==> src/sgjd_pkg.sv <==
// Package for the snake gait joint driver.
// Holds the configuration struct, command codes, stage table and joint geometry.
// No dependencies.
`default_nettype none

package sgjd_pkg;

    localparam int JOINTS_PER_BLOCK = 5;
    localparam int NUM_BLOCKS       = 4;
    localparam int TOTAL_JOINTS     = 20;

    localparam int JOINT_W  = 5;
    localparam int ANGLE_W  = 16;
    localparam int FORCE_W  = 7;
    localparam int TICKS_W  = 8;
    localparam int DRIVE_W  = 8;
    localparam int STAGE_W  = 3;
    localparam int CFG_IDX_W  = 2;
    localparam int CFG_DATA_W = 16;

    localparam logic signed [ANGLE_W-1:0] MAX_ANGLE_RST   = 16'sd1787;
    localparam logic signed [ANGLE_W-1:0] MIN_ANGLE_RST   = -16'sd1787;
    localparam logic [FORCE_W-1:0]        DRIVE_FORCE_RST = 7'd10;
    localparam logic [TICKS_W-1:0]        STAGE_TICKS_RST = 8'd150;

    localparam logic [STAGE_W-1:0] STAGE_LAST_STARTUP = 3'd3;
    localparam logic [STAGE_W-1:0] STAGE_FIRST_WAVE   = 3'd4;

    typedef enum logic [CFG_IDX_W-1:0] {
        REG_MAX_ANGLE   = 2'd0,
        REG_MIN_ANGLE   = 2'd1,
        REG_DRIVE_FORCE = 2'd2,
        REG_STAGE_TICKS = 2'd3
    } t_reg_idx;

    typedef enum logic [1:0] {
        CMD_NONE   = 2'd0,
        CMD_LEFT   = 2'd1,
        CMD_RIGHT  = 2'd2,
        CMD_SHRINK = 2'd3
    } t_cmd;

    typedef struct packed {
        logic signed [ANGLE_W-1:0] max_angle;
        logic signed [ANGLE_W-1:0] min_angle;
        logic [FORCE_W-1:0]        drive_force;
        logic [TICKS_W-1:0]        stage_ticks;
    } t_cfg;

    localparam t_cmd STAGE_CMD [0:7][0:NUM_BLOCKS-1] = '{
        '{CMD_LEFT,   CMD_NONE,   CMD_NONE,   CMD_NONE  },
        '{CMD_SHRINK, CMD_LEFT,   CMD_NONE,   CMD_NONE  },
        '{CMD_RIGHT,  CMD_SHRINK, CMD_LEFT,   CMD_NONE  },
        '{CMD_SHRINK, CMD_RIGHT,  CMD_SHRINK, CMD_LEFT  },
        '{CMD_LEFT,   CMD_SHRINK, CMD_RIGHT,  CMD_SHRINK},
        '{CMD_SHRINK, CMD_LEFT,   CMD_SHRINK, CMD_RIGHT },
        '{CMD_RIGHT,  CMD_SHRINK, CMD_LEFT,   CMD_SHRINK},
        '{CMD_SHRINK, CMD_RIGHT,  CMD_SHRINK, CMD_LEFT  }
    };

endpackage

`default_nettype wire

==> src/snake_gait_joint_driver.sv <==
// Top level of the snake gait joint driver: input register, drive logic, result register.
// Depends on sgjd_pkg, sgjd_cfg, sgjd_timer and sgjd_drive.
//
//   Channel   Handshake            Payload
//   input     i_valid / o_ready    i_joint_index, i_angle, i_last_joint
//   result    o_valid / i_ready    o_joint_out, o_drive, o_stage_now
//   config    i_cfg_we             i_cfg_idx, i_cfg_data
//
// Each transaction passes the input register and the result register; one is taken per
// cycle while o_ready is high. The stage counter steps as an item marked last joint leaves
// the input register, so each result sees the stage left by the one before it.
// A stall holds the result and a full input; o_ready follows i_ready while both are full.
// Synchronous reset empties both registers and restores stage, tick count and registers.
`default_nettype none

module snake_gait_joint_driver
    import sgjd_pkg::*;
(
    input  wire logic                      i_clk,
    input  wire logic                      i_rst_n,
    input  wire logic                      i_valid,
    output logic                           o_ready,
    input  wire logic [JOINT_W-1:0]        i_joint_index,
    input  wire logic signed [ANGLE_W-1:0] i_angle,
    input  wire logic                      i_last_joint,
    output logic                           o_valid,
    input  wire logic                      i_ready,
    output logic [JOINT_W-1:0]             o_joint_out,
    output logic signed [DRIVE_W-1:0]      o_drive,
    output logic [STAGE_W-1:0]             o_stage_now,
    input  wire logic                      i_cfg_we,
    input  wire logic [CFG_IDX_W-1:0]      i_cfg_idx,
    input  wire logic [CFG_DATA_W-1:0]     i_cfg_data
);

    t_cfg cfg;

    logic                      r_in_valid;
    logic [JOINT_W-1:0]        r_joint;
    logic signed [ANGLE_W-1:0] r_angle;
    logic                      r_last;

    logic                      r_out_valid;
    logic [JOINT_W-1:0]        r_joint_out;
    logic signed [DRIVE_W-1:0] r_drive;
    logic [STAGE_W-1:0]        r_stage_now;

    logic                      out_free;
    logic                      advance;
    logic                      in_take;
    logic [STAGE_W-1:0]        stage;
    logic signed [DRIVE_W-1:0] drive;

    sgjd_cfg u_cfg (
        .i_clk      (i_clk),
        .i_rst_n    (i_rst_n),
        .i_cfg_we   (i_cfg_we),
        .i_cfg_idx  (i_cfg_idx),
        .i_cfg_data (i_cfg_data),
        .o_cfg      (cfg)
    );

    sgjd_timer u_timer (
        .i_clk         (i_clk),
        .i_rst_n       (i_rst_n),
        .i_tick        (advance && r_last),
        .i_stage_ticks (cfg.stage_ticks),
        .o_stage       (stage)
    );

    sgjd_drive u_drive (
        .i_joint (r_joint),
        .i_angle (r_angle),
        .i_stage (stage),
        .i_cfg   (cfg),
        .o_drive (drive)
    );

    assign out_free = !r_out_valid || i_ready;
    assign advance  = r_in_valid && out_free;
    assign o_ready  = !r_in_valid || out_free;
    assign in_take  = i_valid && o_ready;

    always_ff @(posedge i_clk) begin
        if (!i_rst_n) begin
            r_in_valid  <= 1'b0;
            r_out_valid <= 1'b0;
        end else begin
            if (o_ready) begin
                r_in_valid <= i_valid;
            end
            if (out_free) begin
                r_out_valid <= r_in_valid;
            end
        end
    end

    always_ff @(posedge i_clk) begin
        if (in_take) begin
            r_joint <= i_joint_index;
            r_angle <= i_angle;
            r_last  <= i_last_joint;
        end
        if (advance) begin
            r_joint_out <= r_joint;
            r_drive     <= drive;
            r_stage_now <= stage;
        end
    end

    assign o_valid     = r_out_valid;
    assign o_joint_out = r_joint_out;
    assign o_drive     = r_drive;
    assign o_stage_now = r_stage_now;

endmodule

`default_nettype wire

==> src/sgjd_cfg.sv <==
// Configuration register file for the snake gait joint driver.
// Depends on sgjd_pkg.
`default_nettype none

module sgjd_cfg
    import sgjd_pkg::*;
(
    input  wire logic                  i_clk,
    input  wire logic                  i_rst_n,
    input  wire logic                  i_cfg_we,
    input  wire logic [CFG_IDX_W-1:0]  i_cfg_idx,
    input  wire logic [CFG_DATA_W-1:0] i_cfg_data,
    output t_cfg                       o_cfg
);

    t_cfg r_cfg;

    always_ff @(posedge i_clk) begin
        if (!i_rst_n) begin
            r_cfg.max_angle   <= MAX_ANGLE_RST;
            r_cfg.min_angle   <= MIN_ANGLE_RST;
            r_cfg.drive_force <= DRIVE_FORCE_RST;
            r_cfg.stage_ticks <= STAGE_TICKS_RST;
        end else if (i_cfg_we) begin
            case (i_cfg_idx)
                REG_MAX_ANGLE:   r_cfg.max_angle   <= i_cfg_data;
                REG_MIN_ANGLE:   r_cfg.min_angle   <= i_cfg_data;
                REG_DRIVE_FORCE: r_cfg.drive_force <= i_cfg_data[FORCE_W-1:0];
                REG_STAGE_TICKS: r_cfg.stage_ticks <= i_cfg_data[TICKS_W-1:0];
                default: ;
            endcase
        end
    end

    assign o_cfg = r_cfg;

endmodule

`default_nettype wire

==> src/sgjd_timer.sv <==
// Stage and tick counter that sequences the start-up stages and the wave.
// Depends on sgjd_pkg.
`default_nettype none

module sgjd_timer
    import sgjd_pkg::*;
(
    input  wire logic               i_clk,
    input  wire logic               i_rst_n,
    input  wire logic               i_tick,
    input  wire logic [TICKS_W-1:0] i_stage_ticks,
    output logic [STAGE_W-1:0]      o_stage
);

    logic [STAGE_W-1:0] r_stage, n_stage;
    logic [TICKS_W-1:0] r_tick_count, n_tick_count;
    logic [TICKS_W:0]   tick_inc;
    logic               wave;
    logic               stage_done;

    always_comb begin
        tick_inc   = {1'b0, r_tick_count} + {{TICKS_W{1'b0}}, 1'b1};
        wave       = r_stage[STAGE_W-1];
        stage_done = wave ? (r_tick_count >= i_stage_ticks)
                          : (tick_inc >= {1'b0, i_stage_ticks});
        n_stage      = r_stage;
        n_tick_count = r_tick_count;
        if (i_tick) begin
            if (stage_done) begin
                n_tick_count = '0;
                if (wave) begin
                    n_stage = {1'b1, r_stage[1:0] + 2'd1};
                end else begin
                    n_stage = r_stage + 3'd1;
                end
            end else begin
                n_tick_count = tick_inc[TICKS_W-1:0];
            end
        end
    end

    always_ff @(posedge i_clk) begin
        if (!i_rst_n) begin
            r_stage      <= '0;
            r_tick_count <= '0;
        end else begin
            r_stage      <= n_stage;
            r_tick_count <= n_tick_count;
        end
    end

    assign o_stage = r_stage;

endmodule

`default_nettype wire

==> src/sgjd_drive.sv <==
// Drive computation: joint to block, stage table lookup and limit compares.
// Depends on sgjd_pkg.
`default_nettype none

module sgjd_drive
    import sgjd_pkg::*;
(
    input  wire logic [JOINT_W-1:0]        i_joint,
    input  wire logic signed [ANGLE_W-1:0] i_angle,
    input  wire logic [STAGE_W-1:0]        i_stage,
    input  wire t_cfg                      i_cfg,
    output logic signed [DRIVE_W-1:0]      o_drive
);

    localparam logic [6:0] BOUND1 = 7'(JOINTS_PER_BLOCK);
    localparam logic [6:0] BOUND2 = 7'(2 * JOINTS_PER_BLOCK);
    localparam logic [6:0] BOUND3 = 7'(3 * JOINTS_PER_BLOCK);
    localparam logic [6:0] BOUND4 = 7'(NUM_BLOCKS * JOINTS_PER_BLOCK);
    localparam logic [6:0] JOINT_LIMIT = 7'(TOTAL_JOINTS);

    logic [6:0]                 joint_w;
    logic [1:0]                 block;
    logic                       in_range;
    t_cmd                       cmd;
    logic signed [ANGLE_W-1:0]  half_hi;
    logic signed [ANGLE_W-1:0]  half_lo;
    logic signed [DRIVE_W-1:0]  pos_force;
    logic signed [DRIVE_W-1:0]  neg_force;

    always_comb begin
        joint_w  = {2'b00, i_joint};
        in_range = (joint_w < JOINT_LIMIT) && (joint_w < BOUND4);
        if (joint_w >= BOUND3) begin
            block = 2'd3;
        end else if (joint_w >= BOUND2) begin
            block = 2'd2;
        end else if (joint_w >= BOUND1) begin
            block = 2'd1;
        end else begin
            block = 2'd0;
        end
        cmd       = STAGE_CMD[i_stage][block];
        half_hi   = i_cfg.max_angle >>> 1;
        half_lo   = i_cfg.min_angle >>> 1;
        pos_force = $signed({1'b0, i_cfg.drive_force});
        neg_force = -pos_force;
        o_drive   = '0;
        if (in_range) begin
            case (cmd)
                CMD_LEFT: begin
                    if (i_angle < i_cfg.max_angle) o_drive = pos_force;
                end
                CMD_RIGHT: begin
                    if (i_angle > i_cfg.min_angle) o_drive = neg_force;
                end
                CMD_SHRINK: begin
                    if (i_angle < half_lo) begin
                        o_drive = pos_force;
                    end else if (i_angle > half_hi) begin
                        o_drive = neg_force;
                    end
                end
                default: o_drive = '0;
            endcase
        end
    end

endmodule

`default_nettype wire

==> config.mk <==
export PLATFORM = sky130hd
export DESIGN_NAME = snake_gait_joint_driver
export DESIGN_NICKNAME = d
export VERILOG_FILES = /design/src/sgjd_pkg.sv /design/src/snake_gait_joint_driver.sv /design/src/sgjd_cfg.sv /design/src/sgjd_timer.sv /design/src/sgjd_drive.sv
export SDC_FILE = /design/constraint.sdc
export NUM_CORES = 1
export LEC_CHECK = 0
export BUFFER_PORTS_ARGS = -buffer_cell sky130_fd_sc_hd__buf_2
export CAP_MARGIN = 25
export CORE_ASPECT_RATIO = 0.7
export CORE_MARGIN = 2
export CORE_UTILIZATION = 49
export CTS_CLUSTER_DIAMETER = 80
export CTS_CLUSTER_SIZE = 10
export DETAILED_ROUTE_END_ITERATION = 8
export PLACE_DENSITY = 0.69
export SLEW_MARGIN = 20
export SYNTH_ARGS = -nofsm -noshare
export SYNTH_HDL_FRONTEND = slang
export SYNTH_SLANG_ARGS = --single-unit
==> constraint.sdc <==
create_clock -name i_clk -period 5.55 [get_ports i_clk]
set_clock_uncertainty 0.2 [all_clocks]
set_input_delay 0.2775 -clock i_clk [delete_from_list [all_inputs] [get_ports i_clk]]
set_output_delay 0.2775 -clock i_clk [all_outputs]
set_load 0.01 [all_outputs]
* Word level (Yosys, flattened, before mapping) *
Memories as Yosys holds them, arrays and structs flattened.
Index checks and enable logic that the tools add are counted.

cells by class
  $add $sub $neg = 4
  order comparisons = 12
  eq/ne operators = 6
  multiplexer cells = 16
  bitwise gates (word level) = 2
  reduce and logical (&&, ||, !) cells = 13

operators by type and width
  kind                 count
  $mux 8               6
  $pmux 8 s3           1
  $gt 16x15->1         1
  $gt 16x16->1         1
  $lt 16x15->1         1
  $lt 16x16->1         1
  $ge 5x4->1 const B   2
  $reduce_and 2->1     5
  $add 8x1->9 const B  1
  $ge 9x8->1           1
  $eq 2x2->1 const B   4
  $ge 8x8->1           1
  $mux 2               4
  $neg 7->8            1
  $mux 7               1
  $ge 5x3->1 const B   1
  $lt 5x5->1 const B   1
  $bmux 2 s2           1
  $eq 2x1->1 const B   2
  $ge 4x4->1 const B   1
  $not 3->4            1
  $add 3x1->3 const B  1
  $ge 3x3->1 const B   1
  $logic_and 1x1->1    3
  other kinds (7)      10

word-level totals
  register bits after elaboration = 98
  bits in read-only memories = 64
  output and inout bits = 18
  memories = 1

memory list
  memory            words  bits a word  read ports  clocked after Yosys merged registers in  write ports  line              RTL
  (name not given)  8      8            1           0                                        0            sgjd_drive.sv:42  cmd = STAGE_CMD[i_stage][block];

* Depth between registers and ports, before layout *
Gate-level depths: netlist (run 1).

  depth in word-level cells = 10
  gate-level depth with buffers = 14
  gate-level depth less buffers = 14

* Modules after synthesis *
Synthesis (run 1) repeated with hierarchy kept, for this count alone.

second synthesis, totals
  cells, all modules = 634
  area total of the unflattened synthesis = 6194.7 sq um

by module, submodules not included
  module                   times used  cells an instance  area each (sq um)  sequential area each (sq um)
  sgjd_drive               1           271                2045.7             0.0
  sgjd_cfg                 1           193                1935.6             940.9
  snake_gait_joint_driver  1           49                 1255.0             1181.1
  sgjd_timer               1           121                958.4              220.2

* Worst setup path before layout (run 1) *
OpenSTA, ideal clock, no wires.

  path type = reg2reg
  start point = reg u_timer.r_tick_count[0]
  end point = reg u_timer.r_tick_count[5]
  arrival = 2.604 ns
  setup slack = 2.630 ns
  cell stages (with the launch flop) = 15
  path buffers = 0
  path through = dfxtp_1 > ha_1 > nand3_1 > or2_2 > nand2_1 > nand2_1 > ha_1 > nand2b_1 > a21boi_0 > o21ai_0 > a211o_1 > o21ai_1 > o31a_1 > nor2_1 > a22o_1

between the ends
  longest elaborated chain between the ends = 4

RTL lines
  what                    line              RTL
  start, declared         sgjd_timer.sv:16  logic [TICKS_W-1:0] r_tick_count, n_tick_count;
  start signal, assigned  sgjd_timer.sv:48  r_tick_count <= n_tick_count;
  $add 8x1->9             sgjd_timer.sv:22  tick_inc = {1'b0, r_tick_count} + {{TICKS_W{1'b0}}, 1'b1};
  $ge 9x8->1              sgjd_timer.sv:25  : (tick_inc >= {1'b0, i_stage_ticks});
  $mux 1                  sgjd_timer.sv:24  stage_done = wave ? (r_tick_count >= i_stage_ticks)
  $mux 8 (*)              sgjd_timer.sv:29  if (stage_done) begin

Mark *: on every way between the ends. The rest lies on a longest branch, timed or not.
A chain may end at the register's enable or synchronous reset.

* Worst setup path after layout (run 1) *
Same ends and word-level chain as after synthesis.

==> flow_summary_export.csv, run 1 <==
group,metric,value,unit
global_route,grt_pass1_wl,22100,um
worst_setup_path,cpPeakStageDelay,420,ps
worst_setup_path,endpoint,"u_timer.r_tick_count[5]$_SDFFE_PN0P_",
synthesis,netlist_area,5770,um2
global_route,overflow,0,
global_route,grt_max_degree,55,
worst_setup_path,crit_chain,"ha_1, nand3_1, or2_2, nand2_1, nand2_1, ha_1, nand2b_1, a21boi_0, o21ai_0, a211o_1, o21ai_1, o31a_1, nor2_1, a22o_1",
outcome,status,"finished clean",
global_route,antenna_found_initial,0,
timing,worst_slew_pin_slew,917,ps
clocking,cts_tree,"yes",
synthesis,synth_top_area_share,0.208,
die,fp.dieArea,12700,um2
clocking,htree_levels,3,
placed_design,portBuffers,62,
final_layout,diodes,0,
timing,setup_violations,0,
timing,max_clock_freq,305,MHz
synthesis,synth_area_per_cell,9.61,um2
synthesis,synth.distinct_cells,62,
clocking,clkTransAtPathRegs,70,ps
die,die_y,94.8,um
synthesis,ys.flop_type,"dfxtp_1",
synthesis,synth.largest_area_cell,"dfxtp_1",
worst_setup_path,critPathSlowestCell,"dfxtp_1",
die,rows,33,
timing,drv_slew,0,
timing,rsz0062_at_grt,"no",
min_path,hold_path.class,"input port to flip-flop",
synthesis,yosysWarnings,0,
route,vias_per_cell,5.45,
timing,min_period_over_period,0.590,
power_and_ir_drop,finalPower,1670,uW
timing,whs,6.51,ps
die,die_w,134,um
final_layout,fill_cells,994,
clocking,cts.path.max_buffers,2,
clocking,clock_latency,350,ps
synthesis,syn_inst,600,
synthesis,synth_edf_count,38,
final_layout,area_growth,18.8,%
global_route,grt_use_total,0.226,
die,initial_core_util,0.497,
worst_setup_path,crit_start,"u_timer.r_tick_count[0]$_SDFFE_PN0P_",
global_route,grt_pass1_vias,4525,
route,drc,0,
job,drv_cap,0,
placed_design,hpwl,10000,um
power_and_ir_drop,ir_drop,0.000150,V
synthesis,yosysSeqAreaShare,0.406,
final_layout,utilization,0.591,
worst_setup_path,worstPathRequired,5590,ps
worst_setup_path,crit_family,"compound AO/OA/AOI/OAI gates",
clocking,root_buffer,"clkbuf_16",
final_layout,final_layout_size_suffix_gt1_frac,0.144,
worst_setup_path,end_kind,"flip-flop",
die,core,11600,um2
timing,relSlewSlack,0.389,
worst_setup_path,r2r_slack,2270,ps
worst_setup_path,r2r_cells,14,
power_and_ir_drop,leakagePower,0.00299,uW
power_and_ir_drop,powerDensity,243,nW/um2
route,drt_iter0_drc,266,
route,first_pass_iters,4,
synthesis,synth_area_leaders,"dfxtp_1 (21%), edfxtp_1 (20%), ha_1 (18%), nand2_1 (6.3%), a21boi_0 (3.4%)",
route,wl,13600,um
placed_design,place.gp.congestion,0.915,
worst_setup_path,r2r_start,"u_timer.r_tick_count[0]$_SDFFE_PN0P_",
worst_setup_path,critPathMaxFanout,6,
worst_setup_path,critPathKind,"flip-flop to flip-flop",
worst_setup_path,crit_arrival,3320,ps
synthesis,synth.net_count,728,
die,ios,63,
worst_setup_path,critical_path_depth,14,
route,wl_per_cell,16.0,um
route,via_count,4638,
worst_setup_path,r2r-end,"u_timer.r_tick_count[5]$_SDFFE_PN0P_",
final_layout,layout.nets,817,
worst_setup_path,start_kind,"flip-flop",
synthesis,ys_seq_elements,98,
worst_setup_path,cp_num_buf_inv,0,
timing,fin_tns_setup,0,ps
synthesis,synthArstFlopShare,0,
clocking,cts_buffers,9,
clocking,clock_sinks,98,
route,postRouteAntennaNets,0,
timing,period_needed,3280,ps
timing,finalHoldViolations,0,
[synth_stat cells, types with 2 or more instances]
cell type  instances
o31ai_1            2
a211oi_1           6
and3_1             2
nand4_1           10
nor2_1            21
and3_2             2
a21boi_0          26
o21a_1             8
clkbuf_1          15
nand3_1           20
nor3_1             9
o211ai_1          23
dfxtp_1           60
ha_1              83
o21ai_0           12
a22o_1             6
or3_1              3
a31oi_1            4
o211a_1            2
nand2_1           97
xnor2_1            3
a21oi_1           18
a2111oi_0          3
inv_1             47
or2_2              4
edfxtp_1          38
a21o_1            16
xor2_1             3
a211o_1            3
nand2b_1           6
and4_1             2
nor3b_1            3
and2_1             4
mux2i_1            4
nor2b_1            8
[cell usage in the layout, fill, tap and decap left out, types with 8 or more instances in the layout]
master,Yosys,final
a21boi_0,26,26
nor3_1,9,9
nand3_1,20,20
o211ai_1,23,23
o21a_1,8,8
buf_2,1,62
edfxtp_1,38,38
nor2b_1,8,8
nor2_1,21,21
a21oi_1,18,18
o21ai_0,12,12
clkbuf_16,0,9
nand2_1,97,97
ha_1,83,83
nand4_1,10,10
dfxtp_1,60,60
inv_1,47,47
a21o_1,16,16
dlygate4sd3_1,0,30
[where the power goes]
group | total, uW | switching, uW | internal (uW)
logic | 224 | 123 | 101
clock network | 642 | 277 | 365
registers | 802 | 22.8 | 779
[worst min path at each step]
| stage | start | cells after the start | endpoint | slack [ps] |
|---|---|---|---|---|
| finish | i_valid | 3 | r_in_valid$_SDFFE_PN0N_ | 7 |
| global route | i_valid | 3 | r_in_valid$_SDFFE_PN0N_ | 10 |
| CTS | i_valid | 3 | r_in_valid$_SDFFE_PN0N_ | 4 |
| detailed placement | i_angle[3] | 1 | r_angle[3]$_DFFE_PP_ | 260 |
| global placement | i_angle[11] | 1 | r_angle[11]$_DFFE_PP_ | 250 |
| floorplan | i_angle[0] | 0 | r_angle[0]$_DFFE_PP_ | 180 |
[metal layers]
| layer | vias up | part of all wire | track usage |
|---|---|---|---|
| met5 | - | 0 | 0 |
| met4 | 0 | 0.019 | 0.0736 |
| met3 | 17 | 0.051 | 0.0435 |
| met2 | 104 | 0.42 | 0.348 |
| met1 | 2170 | 0.51 | 0.320 |
| li1 | 2347 | - | - |
[final cells by class]
type	instances	area (um2)	share of cell area
Clock inverter	5	61.3	0.00895
Multi-Input combinational cell	438	3200	0.466
Inverter	47	176	0.0257
Sequential cell	98	2340	0.342
Clock buffer	11	243	0.0354
Timing Repair Buffer	95	637	0.0930
Tap cell	157	196	0.0287
[worst reg2reg max path: stages (launching register included)]
cell	delay (ps)
dfxtp_1	420
ha_1	230
nand3_1	90
or2_2	290
nand2_1	90
nand2_1	50
ha_1	330
nand2b_1	70
a21boi_0	150
o21ai_0	100
a211o_1	280
o21ai_1	200
o31a_1	300
nor2_1	130
a22o_1	240
[kinds of logic after synthesis]
kind of cell	count (synthesis)	share of synthesized area
buffers and inverters	64	0.0419
adder cells (fa/ha/maj)	83	0.180
XOR/XNOR	6	0.00911
flip-flops	98	0.406
AND/OR/NAND/NOR	200	0.166
AO/OA/AOI/OAI	145	0.190
multiplexers	4	0.00694
[registers in the layout, indices dropped and copies added (netlist names)]
| name | cells |
|---|---|
| r_joint | 5 |
| r_in_valid | 1 |
| o_drive | 8 |
| u_timer.r_tick_count | 8 |
| u_cfg.o_cfg | 47 |
| o_valid | 1 |
| r_last | 1 |
| r_angle | 16 |
| u_timer.o_stage | 3 |
| o_joint_out | 5 |
| o_stage_now | 3 |
[stage by stage]
| stage | setup slack [ps] | instances | instance area, um2 |
|---|---|---|---|
| floorplan | 2630 | 600 | 5770 |
| global placement | 2410 | 804 | 6240 |
| detailed placement | 2280 | 804 | 6240 |
| CTS | 2270 | 850 | 6840 |
| global route | 2020 | 851 | 6850 |
| finish | 2270 | 851 | 6850 |
[repair_timing]
| item | CTS | global route |
|---|---|---|
| setup buffers | 0 | 0 |
| endpoints found under the hold margin | 35 | 0 |
| gates resized for setup | 0 | 0 |
| hold buffers | 30 | 0 |
(Power assumes the default switching activity.)
==> inputs of run 2 (changes only) <==
clock period = 3.3 ns   (was 5.55 ns; I/O delays follow)
==> flow_summary_export.csv, run 2 (synthesis gave the netlist of run 1 again) <==
group,metric,value,unit
worst_setup_path,end_kind,"flip-flop",
placed_design,dpl.cell_count,806,
global_route,grt_pass1_wl,22800,um
worst_setup_path,worstPathRequired,3390,ps
route,vias_per_cell,5.44,
timing,min_period_over_period,0.939,
timing,relSlewSlack,0.384,
power_and_ir_drop,internal-power,2000,uW
die,core,11600,um2
worst_setup_path,r2r_start,"u_timer.r_tick_count[0]$_SDFFE_PN0P_",
final_layout,fin_cells,864,
timing,whs,117,ps
die,die_w,134,um
clocking,clkTransAtPathRegs,70,ps
timing,setup_violations,0,
final_layout,area_growth,20.6,%
final_layout,final_layout_size_suffix_gt1_frac,0.150,
global_route,antenna_found_initial,0,
route,postRouteAntennaNets,0,
timing,period_needed,3100,ps
power_and_ir_drop,powerDensity,389,nW/um2
timing,worst_slew_pin_slew,924,ps
placed_design,hpwl,10200,um
die,ios,63,
worst_setup_path,crit_arrival,3190,ps
route,via_count,4699,
clocking,root_buffer,"clkbuf_16",
global_route,grt_use_total,0.230,
route,first_pass_iters,5,
outcome,status,"finished clean",
power_and_ir_drop,p_seq_frac,0.497,
die,die_y,94.8,um
clocking,cts.path.max_buffers,2,
worst_setup_path,crit_start,"u_timer.r_tick_count[0]$_SDFFE_PN0P_",
worst_setup_path,cpPeakStageDelay,460,ps
worst_setup_path,critPathMaxFanout,6,
timing,rsz0062_at_grt,"no",
power_and_ir_drop,combPwrFrac,0.144,
final_layout,final_common_cell,"nand2_1",
final_layout,final_cell_mix,"nand2_1 (97), ha_1 (81), buf_2 (62)",
worst_setup_path,critPathKind,"flip-flop to flip-flop",
final_layout,diodes,0,
clocking,cts_buffers,9,
clocking,cts_tree,"yes",
clocking,clock_latency,350,ps
worst_setup_path,crit_family,"compound AO/OA/AOI/OAI gates",
die,fp.dieArea,12700,um2
min_path,hold_path.class,"input port to flip-flop",
placed_design,portBuffers,62,
clocking,htree_levels,3,
job,drv_cap,0,
final_layout,largest_reg_flops,47,
route,drt_iter0_drc,348,
timing,max_clock_freq,323,MHz
global_route,grt_pass1_vias,4658,
power_and_ir_drop,ir_drop,0.000253,V
power_and_ir_drop,p_switching,708,uW
power_and_ir_drop,leakagePower,0.00302,uW
worst_setup_path,start_kind,"flip-flop",
global_route,overflow,0,
final_layout,fill_cells,958,
route,wl,13800,um
route,wl_per_cell,15.9,um
final_layout,layout.nets,830,
die,rows,33,
min_path,worstHoldStart,"i_cfg_idx[0]",
worst_setup_path,crit_chain,"ha_2, nand3_1, or2_2, nand2_1, nand2_1, ha_4, a21o_1, a2111oi_1, o21ai_2, o31a_1, buf_4, a211oi_1, a21o_1",
power_and_ir_drop,swShare,0.261,
timing,drv_slew,0,
die,initial_core_util,0.497,
placed_design,place.gp.congestion,0.913,
worst_setup_path,critPathSlowestCell,"a2111oi_1",
route,drc,0,
clocking,clock_sinks,98,
power_and_ir_drop,clockPowerShare,0.359,
timing,finalHoldViolations,0,
worst_setup_path,cp_num_buf_inv,1,
global_route,grt_max_degree,55,
## run 2: through the flow
stage / power (uW) / worst slack, ps / cell area (um2) / util / TNS [ps]
final: 2710 / 203 / 6960 / 0.600 / 0
after global routing: 2830 / 9.42 / 6960 / 0.600 / 0
after CTS: 2720 / 52.6 / 6930 / 0.598 / 0
after detailed placement: 1720 / -6.01 / 6240 / 0.538 / -7.62
after global placement: 1700 / 157 / 6240 / 0.538 / 0
after floorplan: 1600 / 380 / 5770 / - / 0
## run 2: what timing repair did
action                                 CTS  global route
buffers inserted                         1             0
endpoints found under the hold margin   71             0
hold buffers                            41             0
gates resized for setup                  0             7
setup endpoints to repair                4            10
gates cloned                             0             0
## run 2: layout make-up
cell class              count  area [um2]  share of cell area
well taps                 157         196              0.0282
multi-input cells         438        3210               0.461
flip-flops and latches     98        2350               0.337
inverters                  47         176              0.0254
repair buffers            108         758               0.109
clock inverters             6        41.3             0.00593
clock buffers              10         229              0.0329
## run 2: path summary, 6_finish.rpt
check        cells after the start                              endpoint  slack (ps)
max                             13  u_timer.r_tick_count[3]$_SDFFE_PN0P_         200
min                              4          u_cfg.o_cfg[10]$_SDFFE_PN0P_         120
max reg2reg                     13  u_timer.r_tick_count[3]$_SDFFE_PN0P_         200
min reg2reg                      2          u_cfg.o_cfg[42]$_SDFFE_PN0P_         270
## run 2: per-layer routing
metal  track usage  vias up  part of all wire
met2         0.357      121              0.42
met3        0.0494       26             0.068
met5             0        -                 0
met4        0.0665        0             0.020
li1              -     2370                 -
met1         0.324     2182              0.50
## run 2: worst register-to-register path: stages (launching register included)
cell	delay [ps]
dfxtp_4	380
ha_2	210
nand3_1	80
or2_2	300
nand2_1	90
nand2_1	90
ha_4	240
a21o_1	160
a2111oi_1	460
o21ai_2	140
o31a_1	160
buf_4	170
a211oi_1	270
a21o_1	110
## run 2: power by group through the flow
stage | Clock [uW] | Sequential [uW] | Combinational [uW]
2_1_floorplan | 0 | 1370 | 228
3_3_place_gp | 0 | 1370 | 332
4_1_cts | 985 | 1350 | 384
3_5_place_dp | 0 | 1370 | 345
5_1_grt | 1030 | 1350 | 440
6_report | 973 | 1350 | 389
